**config.mk**
```make
export PLATFORM = sky130hd
export DESIGN_NAME = serial_flash_loader_protocol_flat
export DESIGN_NICKNAME = d
export VERILOG_FILES = /design/src/rtl/sfl_pkg.sv /design/src/rtl/sfl_if.sv /design/src/rtl/serial_flash_loader_protocol.sv /design/src/flat_wrapper.sv
export VERILOG_INCLUDE_DIRS = /design/src /design/src/rtl
export SDC_FILE = /design/constraint.sdc
export NUM_CORES = 1
export LEC_CHECK = 0
export BUFFER_PORTS_ARGS = -buffer_cell sky130_fd_sc_hd__buf_4
export CAP_MARGIN = 20
export CORE_MARGIN = 5
export CORE_UTILIZATION = 44
export DETAILED_ROUTE_END_ITERATION = 10
export HOLD_SLACK_MARGIN = 0.1
export SETUP_SLACK_MARGIN = 0.02
export SLEW_MARGIN = 15
export SYNTH_ARGS = -nofsm -noshare
export SYNTH_HDL_FRONTEND = slang
export SYNTH_SLANG_ARGS = --single-unit
export TNS_END_PERCENT = 100
```
**constraint.sdc**
```tcl
create_clock -name clk -period 8.3 [get_ports clk]
set_input_delay 2.075 -clock clk [delete_from_list [all_inputs] [get_ports clk]]
set_output_delay 2.075 -clock clk [all_outputs]
set_load 0.005 [all_outputs]
```
**src/rtl/assert_macros.svh**
```systemverilog
// Assertion macros shared by the loader RTL.
`ifndef ASSERT_MACROS_SVH
`define ASSERT_MACROS_SVH
`ifndef SYNTHESIS
// Implication checked at every rising clock edge outside reset.
`define SFL_ASSERT_IMPL(label, clk, rst_n, ante, cons) \
	label: assert property (@(posedge clk) disable iff (!rst_n) (ante) |-> (cons)) \
		else $error("sfl assertion failed");
// Implication whose consequent is checked in the cycle after the antecedent.
`define SFL_ASSERT_NEXT(label, clk, rst_n, ante, cons) \
	label: assert property (@(posedge clk) disable iff (!rst_n) (ante) |=> (cons)) \
		else $error("sfl assertion failed");
`else
`define SFL_ASSERT_IMPL(label, clk, rst_n, ante, cons)
`define SFL_ASSERT_NEXT(label, clk, rst_n, ante, cons)
`endif
`endif

```
**src/rtl/sfl_pkg.sv**
```systemverilog
// Types, codes and constants of the serial flash loader.
`default_nettype none
package sfl_pkg;

	localparam int unsigned ADDR_W    = 24;
	localparam int unsigned CFG_IDX_W = 2;

	// Host command bytes
	localparam logic [7:0] CMD_DATA    = 8'h02;
	localparam logic [7:0] CMD_ADDR    = 8'h03;
	localparam logic [7:0] CMD_RESET   = 8'h04;
	localparam logic [7:0] CMD_VERSION = 8'h05;

	// Input operations
	localparam logic OP_HOST_BYTE    = 1'b0;
	localparam logic OP_FLASH_STATUS = 1'b1;

	// Configuration register indexes
	localparam logic [CFG_IDX_W-1:0] REG_LOW_LIMIT  = 2'd0;
	localparam logic [CFG_IDX_W-1:0] REG_HIGH_LIMIT = 2'd1;
	localparam logic [CFG_IDX_W-1:0] REG_ERASE_MASK = 2'd2;

	// Number of beats in a version reply: echo plus 13 text bytes
	localparam logic [3:0] VERSION_BEATS = 4'd14;

	typedef enum logic [2:0] {
		KIND_TX      = 3'd0,
		KIND_STAGE   = 3'd1,
		KIND_PROGRAM = 3'd2,
		KIND_ERASE   = 3'd3,
		KIND_RESET   = 3'd4
	} kind_t;

	typedef enum logic [4:0] {
		PH_IDLE = 5'b00001,
		PH_ADDR = 5'b00010,
		PH_DATA = 5'b00100,
		PH_CSUM = 5'b01000,
		PH_WAIT = 5'b10000
	} phase_t;

	typedef struct packed {
		kind_t             kind;
		logic [7:0]        out_byte;
		logic [5:0]        row_index;
		logic [ADDR_W-1:0] flash_address;
		logic              erase_first;
	} result_t;

	// Version text "192-160002-E" followed by a terminating zero byte
	function automatic logic [7:0] version_char(input logic [3:0] pos);
		logic [7:0] c;
		case (pos)
			4'd0:    c = 8'h31;
			4'd1:    c = 8'h39;
			4'd2:    c = 8'h32;
			4'd3:    c = 8'h2D;
			4'd4:    c = 8'h31;
			4'd5:    c = 8'h36;
			4'd6:    c = 8'h30;
			4'd7:    c = 8'h30;
			4'd8:    c = 8'h30;
			4'd9:    c = 8'h32;
			4'd10:   c = 8'h2D;
			4'd11:   c = 8'h45;
			default: c = 8'h00;
		endcase
		return c;
	endfunction

endpackage
`default_nettype wire

```
**src/rtl/sfl_if.sv**
```systemverilog
// Channel interfaces of the serial flash loader: input, result and configuration.
`default_nettype none
interface sfl_in_if;
	logic       valid;
	logic       ready;
	logic       operation;
	logic [7:0] host_byte;
	logic       flash_ok;

	modport source (output valid, output operation, output host_byte, output flash_ok,
		input ready);
	modport sink (input valid, input operation, input host_byte, input flash_ok,
		output ready);
endinterface

interface sfl_out_if;
	logic                       valid;
	logic                       ready;
	logic [2:0]                 kind;
	logic [7:0]                 out_byte;
	logic [5:0]                 row_index;
	logic [sfl_pkg::ADDR_W-1:0] flash_address;
	logic                       erase_first;
	logic                       end_of_run;

	modport source (output valid, output kind, output out_byte, output row_index,
		output flash_address, output erase_first, output end_of_run, input ready);
	modport sink (input valid, input kind, input out_byte, input row_index,
		input flash_address, input erase_first, input end_of_run, output ready);
endinterface

interface sfl_cfg_if;
	logic                          valid;
	logic                          ready;
	logic [sfl_pkg::CFG_IDX_W-1:0] index;
	logic [sfl_pkg::ADDR_W-1:0]    data;

	modport source (output valid, output index, output data, input ready);
	modport sink (input valid, input index, input data, output ready);
endinterface
`default_nettype wire

```
**src/rtl/serial_flash_loader_protocol.sv**
```systemverilog
// Top level of the serial flash loader protocol engine.
`default_nettype none
`include "assert_macros.svh"
// Usage
// - host (sink): one beat per host byte (operation 0) or flash program status
//   (operation 1). A beat lands in a one-deep input register.
// - result (source): one beat per result; end_of_run marks the last beat an
//   input beat causes. Input beats that cause nothing produce no result beat.
// - cfg (sink): register writes, always ready; write only while idle.
// Timing
// - An input beat is decoded from the input register as soon as the result
//   sequencer is free, and its first result shows in the cycle after it is decoded.
// - While the receiver is ready, throughput is one input beat per cycle when
//   each causes at most one result; otherwise the result sequencer sets the
//   pace, one result beat per cycle (up to 14 for the version reply).
// - When the receiver stalls, the sequencer holds its beat, the next input beat
//   waits in the input register, and host.ready drops once both are full.
// Reset
// - arst_n clears the protocol state to idle, counters and sums to zero, and
//   the limit and mask registers to their defaults. No clearing pass.
// - Sector alignment of the load address is tracked by a reciprocal pipeline
//   (prod_s1, prod_s2, aligned_q); the address is always stable long before use.
module serial_flash_loader_protocol #(
	parameter int unsigned ROW_BYTES    = 64,
	parameter int unsigned SECTOR_BYTES = 1024
) (
	input  wire         clk,
	input  wire         arst_n,
	sfl_in_if.sink      host,
	sfl_out_if.source   result,
	sfl_cfg_if.sink     cfg
);

	localparam int unsigned CNT_W = $clog2(ROW_BYTES);
	localparam int unsigned AW    = sfl_pkg::ADDR_W;

	// floor(2^32 / SECTOR_BYTES): quotient estimate is exact or one low
	localparam logic [26:0] RECIP      = 27'((64'd1 << 32) / SECTOR_BYTES);
	localparam logic [16:0] SECTOR     = 17'(SECTOR_BYTES);
	localparam logic [AW-1:0] SECTOR_A = AW'(SECTOR_BYTES);
	localparam logic [AW:0]   ROW_SPAN = (AW+1)'(ROW_BYTES - 1);

	// ---------------- configuration registers ----------------
	logic [AW-1:0] low_limit_q;
	logic [AW-1:0] high_limit_q;
	logic [AW-1:0] erase_mask_q;

	assign cfg.ready = 1'b1;

	always_ff @(posedge clk or negedge arst_n) begin
		if (!arst_n) begin
			low_limit_q  <= '0;
			high_limit_q <= AW'(131071);
			erase_mask_q <= AW'(130048);
		end else if (cfg.valid) begin
			case (cfg.index)
				sfl_pkg::REG_LOW_LIMIT:  low_limit_q  <= cfg.data;
				sfl_pkg::REG_HIGH_LIMIT: high_limit_q <= cfg.data;
				sfl_pkg::REG_ERASE_MASK: erase_mask_q <= cfg.data;
				default: ;
			endcase
		end
	end

	// ---------------- input register ----------------
	logic       valid_s1;
	logic       op_s1;
	logic [7:0] byte_s1;
	logic       ok_s1;
	logic       advance;

	assign host.ready = !valid_s1 || advance;

	always_ff @(posedge clk or negedge arst_n) begin
		if (!arst_n) begin
			valid_s1 <= 1'b0;
		end else if (host.valid && host.ready) begin
			valid_s1 <= 1'b1;
		end else if (advance) begin
			valid_s1 <= 1'b0;
		end
	end

	always_ff @(posedge clk) begin
		if (host.valid && host.ready) begin
			op_s1   <= host.operation;
			byte_s1 <= host.host_byte;
			ok_s1   <= host.flash_ok;
		end
	end

	// ---------------- protocol state ----------------
	sfl_pkg::phase_t phase_q, phase_d;
	logic [CNT_W-1:0] cnt_q, cnt_d;
	logic [1:0]       acnt_q, acnt_d;
	logic [7:0]       sum_q, sum_d;
	logic [7:0]       hsum_q, hsum_d;
	logic [AW-1:0]    ashift_q, ashift_d;
	logic [AW-1:0]    load_q, load_d;

	// ---------------- sector alignment of the load address ----------------
	logic [50:0]   prod_s1;
	logic [35:0]   prod_s2;
	logic [AW-1:0] sec_rem;
	logic          aligned_q;

	assign sec_rem = load_q - prod_s2[AW-1:0];

	always_ff @(posedge clk) begin
		prod_s1   <= 51'(load_q) * 51'(RECIP);
		prod_s2   <= 36'(prod_s1[50:32]) * 36'(SECTOR);
		aligned_q <= (sec_rem == '0) || (sec_rem == SECTOR_A);
	end

	// ---------------- decode: result plan for the item in s1 ----------------
	sfl_pkg::result_t r0, r1;
	logic [3:0]       plan_n;
	logic             plan_ver;
	logic [AW-1:0]    shift_next;
	logic             out_of_range;
	logic [15:0]      cnt_ext;

	assign shift_next   = {ashift_q[AW-9:0], byte_s1};
	assign out_of_range = (load_q < low_limit_q) ||
		(({1'b0, load_q} + ROW_SPAN) > {1'b0, high_limit_q});
	assign cnt_ext      = 16'(cnt_q);

	always_comb begin
		r0       = '0;
		r1       = '0;
		r0.kind  = sfl_pkg::KIND_TX;
		r1.kind  = sfl_pkg::KIND_TX;
		plan_n   = 4'd0;
		plan_ver = 1'b0;
		phase_d  = phase_q;
		cnt_d    = cnt_q;
		acnt_d   = acnt_q;
		sum_d    = sum_q;
		hsum_d   = hsum_q;
		ashift_d = ashift_q;
		load_d   = load_q;

		if (op_s1 == sfl_pkg::OP_FLASH_STATUS) begin
			if (phase_q == sfl_pkg::PH_WAIT) begin
				plan_n  = 4'd1;
				phase_d = sfl_pkg::PH_IDLE;
				if (ok_s1) begin
					r0.out_byte = sum_q;
					load_d      = load_q + AW'(ROW_BYTES);
				end else begin
					r0.out_byte = ~hsum_q;
				end
			end
		end else begin
			case (phase_q)
				sfl_pkg::PH_IDLE: begin
					// echo every command byte
					r0.out_byte = byte_s1;
					plan_n      = 4'd1;
					case (byte_s1)
						sfl_pkg::CMD_DATA: begin
							phase_d = sfl_pkg::PH_DATA;
							cnt_d   = '0;
							sum_d   = '0;
						end
						sfl_pkg::CMD_ADDR: begin
							phase_d  = sfl_pkg::PH_ADDR;
							acnt_d   = '0;
							ashift_d = '0;
						end
						sfl_pkg::CMD_RESET: begin
							r1.kind = sfl_pkg::KIND_RESET;
							plan_n  = 4'd2;
						end
						sfl_pkg::CMD_VERSION: begin
							plan_ver = 1'b1;
							plan_n   = sfl_pkg::VERSION_BEATS;
						end
						default: ;
					endcase
				end
				sfl_pkg::PH_ADDR: begin
					r0.out_byte = byte_s1;
					plan_n      = 4'd1;
					ashift_d    = shift_next;
					if (acnt_q == 2'd2) begin
						// third address byte: latch and erase at the masked address
						load_d           = shift_next;
						r1.kind          = sfl_pkg::KIND_ERASE;
						r1.flash_address = shift_next & erase_mask_q;
						plan_n           = 4'd2;
						acnt_d           = '0;
						phase_d          = sfl_pkg::PH_IDLE;
					end else begin
						acnt_d = acnt_q + 2'd1;
					end
				end
				sfl_pkg::PH_DATA: begin
					r0.kind      = sfl_pkg::KIND_STAGE;
					r0.out_byte  = byte_s1;
					r0.row_index = cnt_ext[5:0];
					plan_n       = 4'd1;
					sum_d        = sum_q + byte_s1;
					if (cnt_q == CNT_W'(ROW_BYTES - 1)) begin
						cnt_d   = '0;
						phase_d = sfl_pkg::PH_CSUM;
					end else begin
						cnt_d = cnt_q + CNT_W'(1);
					end
				end
				sfl_pkg::PH_CSUM: begin
					hsum_d      = byte_s1;
					r0.out_byte = byte_s1;
					plan_n      = 4'd2;
					if (out_of_range) begin
						r1.out_byte = sum_q + 8'd1;
						phase_d     = sfl_pkg::PH_IDLE;
					end else if (sum_q == byte_s1) begin
						r1.kind          = sfl_pkg::KIND_PROGRAM;
						r1.flash_address = load_q;
						r1.erase_first   = aligned_q;
						phase_d          = sfl_pkg::PH_WAIT;
					end else begin
						r1.out_byte = sum_q;
						phase_d     = sfl_pkg::PH_IDLE;
					end
				end
				default: ; // host byte while awaiting flash status: drop it
			endcase
		end
	end

	always_ff @(posedge clk or negedge arst_n) begin
		if (!arst_n) begin
			phase_q  <= sfl_pkg::PH_IDLE;
			cnt_q    <= '0;
			acnt_q   <= '0;
			sum_q    <= '0;
			hsum_q   <= '0;
			ashift_q <= '0;
			load_q   <= '0;
		end else if (advance) begin
			phase_q  <= phase_d;
			cnt_q    <= cnt_d;
			acnt_q   <= acnt_d;
			sum_q    <= sum_d;
			hsum_q   <= hsum_d;
			ashift_q <= ashift_d;
			load_q   <= load_d;
		end
	end

	// ---------------- result sequencer ----------------
	logic             seq_valid_q;
	logic [3:0]       seq_idx_q;
	logic [3:0]       seq_last_q;
	logic             seq_ver_q;
	sfl_pkg::result_t r0_q, r1_q;
	sfl_pkg::result_t beat;
	logic             seq_is_last;
	logic             out_fire;
	logic             load_seq;

	assign seq_is_last = (seq_idx_q == seq_last_q);
	assign out_fire    = result.valid && result.ready;
	// decode the next item when the sequencer is idle or its run hands off its last beat
	assign advance     = valid_s1 && (!seq_valid_q || (out_fire && seq_is_last));
	assign load_seq    = advance && (plan_n != 4'd0);

	always_comb begin
		beat = r1_q;
		if (seq_idx_q == 4'd0) begin
			beat = r0_q;
		end else if (seq_ver_q) begin
			beat          = '0;
			beat.kind     = sfl_pkg::KIND_TX;
			beat.out_byte = sfl_pkg::version_char(seq_idx_q - 4'd1);
		end
	end

	assign result.valid         = seq_valid_q;
	assign result.kind          = beat.kind;
	assign result.out_byte      = beat.out_byte;
	assign result.row_index     = beat.row_index;
	assign result.flash_address = beat.flash_address;
	assign result.erase_first   = beat.erase_first;
	assign result.end_of_run    = seq_is_last;

	always_ff @(posedge clk or negedge arst_n) begin
		if (!arst_n) begin
			seq_valid_q <= 1'b0;
			seq_idx_q   <= '0;
			seq_last_q  <= '0;
			seq_ver_q   <= 1'b0;
		end else if (load_seq) begin
			seq_valid_q <= 1'b1;
			seq_idx_q   <= '0;
			seq_last_q  <= plan_n - 4'd1;
			seq_ver_q   <= plan_ver;
		end else if (out_fire) begin
			if (seq_is_last) begin
				seq_valid_q <= 1'b0;
			end else begin
				seq_idx_q <= seq_idx_q + 4'd1;
			end
		end
	end

	always_ff @(posedge clk) begin
		if (load_seq) begin
			r0_q <= r0;
			r1_q <= r1;
		end
	end

	// ---------------- assertions ----------------
	`SFL_ASSERT_IMPL(a_idx_bound, clk, arst_n, seq_valid_q, seq_idx_q <= seq_last_q)
	`SFL_ASSERT_IMPL(a_ready_full, clk, arst_n, !host.ready, valid_s1 && seq_valid_q)
	`SFL_ASSERT_NEXT(a_run_ends, clk, arst_n, out_fire && seq_is_last && !load_seq, !seq_valid_q)
	`SFL_ASSERT_IMPL(a_cnt_bound, clk, arst_n, 1'b1, cnt_q <= CNT_W'(ROW_BYTES - 1))
	`SFL_ASSERT_IMPL(a_ver_len, clk, arst_n, seq_valid_q && seq_ver_q, seq_last_q == 4'd13)

endmodule
`default_nettype wire
```
**src/flat_wrapper.sv**
```systemverilog
// flat-port wrapper written by rule: the top's interface ports become plain ports
module serial_flash_loader_protocol_flat 
#(
	parameter int unsigned ROW_BYTES    = 64,
	parameter int unsigned SECTOR_BYTES = 1024
)
  (clk, arst_n, host_valid, host_operation, host_host_byte, host_flash_ok, host_ready, result_valid, result_kind, result_out_byte, result_row_index, result_flash_address, result_erase_first, result_end_of_run, result_ready, cfg_valid, cfg_index, cfg_data, cfg_ready);
  sfl_in_if host_i ();
  sfl_out_if result_i ();
  sfl_cfg_if cfg_i ();
  input  wire clk;
  input  wire arst_n;
  input wire logic [$bits(host_i.valid)-1:0] host_valid;
  input wire logic [$bits(host_i.operation)-1:0] host_operation;
  input wire logic [$bits(host_i.host_byte)-1:0] host_host_byte;
  input wire logic [$bits(host_i.flash_ok)-1:0] host_flash_ok;
  output wire logic [$bits(host_i.ready)-1:0] host_ready;
  output wire logic [$bits(result_i.valid)-1:0] result_valid;
  output wire logic [$bits(result_i.kind)-1:0] result_kind;
  output wire logic [$bits(result_i.out_byte)-1:0] result_out_byte;
  output wire logic [$bits(result_i.row_index)-1:0] result_row_index;
  output wire logic [$bits(result_i.flash_address)-1:0] result_flash_address;
  output wire logic [$bits(result_i.erase_first)-1:0] result_erase_first;
  output wire logic [$bits(result_i.end_of_run)-1:0] result_end_of_run;
  input wire logic [$bits(result_i.ready)-1:0] result_ready;
  input wire logic [$bits(cfg_i.valid)-1:0] cfg_valid;
  input wire logic [$bits(cfg_i.index)-1:0] cfg_index;
  input wire logic [$bits(cfg_i.data)-1:0] cfg_data;
  output wire logic [$bits(cfg_i.ready)-1:0] cfg_ready;
  assign host_i.valid = host_valid;
  assign host_i.operation = host_operation;
  assign host_i.host_byte = host_host_byte;
  assign host_i.flash_ok = host_flash_ok;
  assign host_ready = host_i.ready;
  assign result_valid = result_i.valid;
  assign result_kind = result_i.kind;
  assign result_out_byte = result_i.out_byte;
  assign result_row_index = result_i.row_index;
  assign result_flash_address = result_i.flash_address;
  assign result_erase_first = result_i.erase_first;
  assign result_end_of_run = result_i.end_of_run;
  assign result_i.ready = result_ready;
  assign cfg_i.valid = cfg_valid;
  assign cfg_i.index = cfg_index;
  assign cfg_i.data = cfg_data;
  assign cfg_ready = cfg_i.ready;
  serial_flash_loader_protocol #(.ROW_BYTES(ROW_BYTES), .SECTOR_BYTES(SECTOR_BYTES)) u_core (.clk(clk), .arst_n(arst_n), .host(host_i), .result(result_i), .cfg(cfg_i));
endmodule
```
==> impl_metrics.tcl, run 1 <==
set metrics [dict create \
    cts_sinks 242 \
    rsz0062_at_grt "no" \
    core.rowCount 62 \
    ctsResizeCount 0 \
    tightest_slew_ns 1.00 \
    cts_root_buf "clkbuf_16" \
    ys_ff_latch 242 \
    cts-buffers-inserted 27 \
    grt_pass1_wl_um 52600 \
    finalSetupViolations 0 \
    clock_latency_ns 0.55 \
    drt_first_pass_iters 5 \
    syn_nets 1379 \
    hold_path.class "flip-flop to flip-flop" \
    syn_inst 1256 \
    drt.antenna.violating_nets 0 \
    cp.arrival_ns 2.96 \
    coreArea_um2 28900 \
    fin_nets 1446 \
    status "finished clean" \
    end_kind "output pin" \
    grt_max_degree 84 \
    criticalPathCategory "flip-flop to output pin" \
    leakage_uw 0.00649 \
    layout_min_cycle_time_ns 5.04 \
    tritoncts "done" \
    synth_area_leaders "dfrtp_1, edfxtp_1, ha_1, mux2_2, dfstp_2" \
    yosys-top-cells-count "nand2_1, dfrtp_1, inv_1, o21ai_0, ha_1" \
    synth_edf_count 61 \
    drv_cap 0 \
    synthArstFlopShare 0.628 \
    synth_cell_types 76 \
    required_ns 6.23 \
    io_buffers 85 \
    clkTransAtPathRegs_ns 0.06 \
    worstSetupStartpointType "flip-flop" \
    ys_seq_area_frac 0.484 \
    post-route-drc-count 0 \
    total_power_uw 3780 \
    synth_simple_gate_area_frac 0.159 \
    utilization 0.510 \
    die-area_um2 32900 \
    power.density_nw_per_um2 256 \
    synth-main-ff-cell "dfrtp_1" \
    area_growth_pct 14.0 \
    fp.dieH_um 181 \
    synth_xor_area_frac 0.0258 \
    antenna_found_initial 2 \
    vias_per_cell 5.50 \
    skew_ns 0.0330 \
    wl_per_cell_um 19.1 \
    hold_viol_final 0 \
    yosysMostFrequentCell "nand2_1" \
    antenna_cells 0 \
    postCtsHoldBufs 0 \
    max_freq_mhz 199 \
    synth_top_area_frac 0.246 \
    clockBufferDepth 3 \
    grt_use_total 0.198 \
    dpl.hpwl_um 23400 \
    cts_setup_buffers 0 \
    holdWs_ns 0.326 \
    start_util 0.447 \
    dp.cells 1676 \
    drv_slew 0 \
    synth_area_um2 12900 \
    relSlewSlack 0.333 \
    finalNonFillerCells 1728 \
    setup_tns_ns 0 \
    htree_num_levels 1 \
    grt_pass1_vias 9259 \
    place_congestion 0.926 \
    synth_top_family_by_area "simple AND/OR/NAND/NOR gates" \
    synth-compound-area-share 0.135 \
    drt_iter0_drc 693 \
    yosysTopAreaCell "dfrtp_1" \
    ios 87 \
    drive_gt1_frac 0.191 \
    drt_wl_total_um 33000 \
    syn_avg_cell_area_um2 10.3 \
    yosysWarnings 0 \
    crit_fanout 27 \
    synthAdderAreaFrac 0.0806 \
    period_share 0.607 \
    muxShareOfSynthArea 0.0679 \
    grt_overflow 0 \
    num_vias 9508 \
    die_x_um 181 \
    ir_drop_mv 0.173 \
]
-- report_power, final --
group	total (uW)	switching [uW]	internal (uW)
Clock	1160	488	669
Sequential	1590	175	1410
Combinational	1030	556	473
-- stage by stage --
stage / worst slack (ns) / cell area [um^2]
after global routing: 2.99 / 14700
after detailed placement: 3.33 / 13900
final: 3.26 / 14700
after global placement: 3.55 / 13800
after CTS: 3.21 / 14700
after floorplan: 3.80 / 12900
-- worst max-delay path: stages, from the launching register on --
cell and delay [ns]:
dfrtp_1 0.49, inv_1 0.12, ha_1 0.26, inv_1 0.10, nor3_2 0.05, buf_4 0.21, nor2_2 0.76, and2_1 0.30
buf_4 0.13
-- sequential cells by signal, indices dropped and copies added, names as in the netlist, 2 cells and up --
register / count
u_core.erase_mask_q: 24
u_core.cnt_q: 6
u_core.acnt_q: 2
u_core.hsum_q: 8
u_core.ashift_q: 16
u_core.byte_s1: 8
u_core.load_q: 24
u_core.phase_q: 5
u_core.sum_q: 8
u_core.r0_q: 15
u_core.low_limit_q: 24
u_core.seq_last_q: 4
u_core.high_limit_q: 24
u_core.prod_s1: 14
u_core.seq_idx_q: 4
u_core.prod_s2: 14
u_core.r1_q: 36
-- final timing paths --
path	from	end	slack [ns]	depth (start not counted)
worst max-delay path	u_core.seq_idx_q[0]	result_flash_address[14]	3.26	8
worst min-delay path	u_core.prod_s1[42]	u_core.prod_s2[20]	0.33	0
worst max register to register	u_core.load_q[8]	u_core.r1_q[40]	3.30	17
worst min register to register	u_core.prod_s1[42]	u_core.prod_s2[20]	0.33	0
max in group asynchronous	arst_n	u_core.high_limit_q[17]	5.30	2
min in group asynchronous	arst_n	u_core.hsum_q[4]	1.60	1
-- layout by cell type (no fill, tap or decap), types with 10 or more instances in the layout --
cell       instances
mux2_2            59
dfstp_2           25
inv_1             85
nand3_1           52
dfrtp_1          127
nor4_1            11
o22ai_1           17
nor3_1            12
clkbuf_16         27
a21o_1            15
nor2_1            49
a21oi_1           55
and2_1            38
edfxtp_1          61
ha_1              80
nand4_1           13
xnor2_1           28
o21ai_0           85
a22o_1            10
nand2b_1          10
and3_1            25
buf_4             95
nand2_1          143
dfxtp_1           29
xor2_1            10
a32o_1            24
-- kinds of logic (layout without fill, tap and decap cells) --
kind of cell | Yosys count | after routing
AND/OR/NAND/NOR | 404 | 404
AO/OA/AOI/OAI | 268 | 268
flip-flops | 242 | 242
buffers and inverters | 145 | 233
adder cells (fa/ha/maj) | 82 | 82
multiplexers | 76 | 76
XOR/XNOR | 38 | 38
other | 1 | 1
-- final cells by class --
type | instances | area (um^2)
Multi-Input combinational cell | 869 | 6090
Clock buffer | 33 | 708
Inverter | 85 | 319
Tap cell | 384 | 480
Sequential cell | 242 | 6250
Timing Repair Buffer | 98 | 739
Clock inverter | 17 | 144
Fill cell | 2668 | 14100
-- per-layer routing --
layer | up-vias | track usage | wire length (um)
met1 | 4570 | 0.298 | 15700
met2 | 278 | 0.301 | 14500
met4 | 0 | 0.0444 | 660
met3 | 48 | 0.0310 | 2040
met5 | - | 0 | 0
li1 | 4612 | - | -
No activity file was read; power rests on OpenSTA's default activity.
==> run 2: changes to the inputs <==
Clock period 8.3 ns to 4.45 ns, I/O delays scaled along.
==> run 2 against run 1 <==
Effect of this change:
- worst hold slack got worse by 0.0019 ns
- critical endpoint is now u_core.r1_q[22]
- global-route usage rose by 0.096 points
- power rose by 86%
- critical path type is now flip-flop to flip-flop
- cell area rose by 1.4%
- combinational power rose by 86%
- sequential cell count did not move
- register-to-register slack got worse by 3.0 ns
- critical path depth rose by 9
- die area did not move
==> impl_metrics.tcl, run 2 (synthesized netlist as in run 1, its figures left out) <==
set metrics [dict create \
    clkTransAtPathRegs_ns 0.06 \
    drt_iter0_drc 672 \
    cts_root_buf "clkbuf_16" \
    period_share 0.927 \
    r2r-end "u_core.r1_q[22]" \
    cts-buffers-inserted 27 \
    vias_per_cell 5.49 \
    reg2reg_depth 17 \
    clock_latency_ns 0.53 \
    hold_end "u_core.prod_s2[15]" \
    power.density_nw_per_um2 471 \
    fillers 2683 \
    drt.antenna.violating_nets 0 \
    die-area_um2 32900 \
    end_kind "flip-flop" \
    crit_start "u_core.load_q[6]" \
    drv_cap 0 \
    finalSetupViolations 0 \
    start_util 0.447 \
    min_from "u_core.prod_s1[37]" \
    rsz0062_at_grt "no" \
    cts_setup_buffers 0 \
    cp.arrival_ns 4.39 \
    final_cell_mix "nand2_1, dfrtp_1, buf_4" \
    required_ns 4.72 \
    switching_share 0.318 \
    drt_wl_total_um 33200 \
    clockBufferDepth 3 \
    cts_sinks 242 \
    skew_ns 0.0193 \
    layout_commonest_cell "nand2_1" \
    grt_max_degree 152 \
    combPwrFrac 0.272 \
    relSlewSlack 0.408 \
    total_power_uw 7040 \
    die_x_um 181 \
    antenna_cells 0 \
    p_clk_frac 0.304 \
    setup_tns_ns 0 \
    num_vias 9619 \
    largest_reg_flops 36 \
    regArea_um2 6250 \
    min_delay_path_depth 0 \
    leakage_uw 0.00663 \
    worstSetupStartpointType "flip-flop" \
    htree_num_levels 1 \
    power_frac_seq 0.424 \
    max_freq_mhz 243 \
    area_growth_pct 15.6 \
    dp.cells 1703 \
    largest-register "u_core.r1_q" \
    hold_viol_final 0 \
    place_congestion 0.856 \
    p_int_uw 4800 \
    io_buffers 85 \
    fin_nets 1471 \
    post-route-drc-count 0 \
    criticalPathCategory "flip-flop to flip-flop" \
    rrSetupSlack_ns 0.33 \
    grt_overflow 0 \
    grt_use_total 0.199 \
    drt_first_pass_iters 5 \
    fp.dieH_um 181 \
    grt_pass1_wl_um 52900 \
    switchingPower_uw 2240 \
    ios 87 \
    tightest_slew_ns 0.888 \
    status "finished clean" \
    drive_gt1_frac 0.205 \
    utilization 0.517 \
    coreArea_um2 28900 \
    hold_path.class "flip-flop to flip-flop" \
    finalNonFillerCells 1752 \
    tritoncts "done" \
    dpl.hpwl_um 24000 \
    multi_input_area_um2 6110 \
    ir_drop_mv 0.354 \
    antenna_found_initial 0 \
    timing.rr.start "u_core.load_q[6]" \
    core.rowCount 62 \
    layout_min_cycle_time_ns 4.12 \
    wl_per_cell_um 18.9 \
    grt_pass1_vias 9445 \
    drv_slew 0 \
    holdWs_ns 0.324 \
    crit_fanout 27 \
]
## run 2: changes by cell type in the layout (fill, tap and decap cells not counted), sizes merged
cell      before  now
buf           98  123
clkbuf        33   37
clkinv        12    9
clkinvlp       2    1
inv           86   85
## run 2: worst max path at each step
stage | end | slack (ns) | cells past startpoint
floorplan | u_core.r1_q[13] | 0.48 | 19
global placement | u_core.r1_q[40] | 0.37 | 18
detailed placement | u_core.r1_q[22] | 0.16 | 18
CTS | u_core.r1_q[22] | 0.11 | 18
global route | u_core.r1_q[33] | 0.05 | 17
finish | u_core.r1_q[22] | 0.33 | 17
## run 2: power groups by stage
| stage | Sequential (uW) | Clock (uW) | Combinational (uW) |
|---|---|---|---|
| detailed placement | 3020 | 0 | 1930 |
| global route | 3030 | 2270 | 2140 |
| floorplan | 2840 | 0 | 1280 |
| CTS | 2980 | 2190 | 1930 |
| finish | 2990 | 2140 | 1920 |
| global placement | 3010 | 0 | 1900 |
## run 2: final cells by class
type / count / area share
clock buffer: 37 / 0.0491
multi-input combinational: 869 / 0.409
sequential: 242 / 0.418
tap: 384 / 0.0322
clock inverter: 12 / 0.00721
timing repair buffer: 123 / 0.0629
inverter: 85 / 0.0214
## run 2: per-layer routing
| layer | part of all wire | routed length, um | track usage |
|---|---|---|---|
| met1 | 0.48 | 15900 | 0.296 |
| met2 | 0.45 | 14800 | 0.307 |
| met5 | 0 | 0 | 0 |
| met3 | 0.049 | 1640 | 0.0280 |
| met4 | 0.025 | 836 | 0.0486 |
## run 2: through the flow
step	setup WS [ns]	instance area [um^2]
finish	0.327	14900
detailed placement	0.155	14100
floorplan	0.477	12900
global route	0.0547	14900
CTS	0.112	14900
global placement	0.370	14100
## run 2: what timing repair did
| item | CTS | global route |
|---|---|---|
| hold buffers | 0 | 0 |
| endpoints found under the setup margin | 0 | 32 |
| resized for setup | 0 | 5 |
## run 2: critical path, cell delays in order (launching register included)
cell,delay [ns]
dfrtp_1,0.37
and3_1,0.22
and3_4,0.21
and3_1,0.19
and4_1,0.26
and3_1,0.21
nand2_1,0.08
xnor2_1,0.15
ha_1,0.31
nand3_1,0.16
nor4_4,0.20
nand2_1,0.12
nor4_2,0.30
a211oi_1,0.08
o221a_2,0.33
and3_1,0.17
buf_4,0.24
a32o_1,0.25
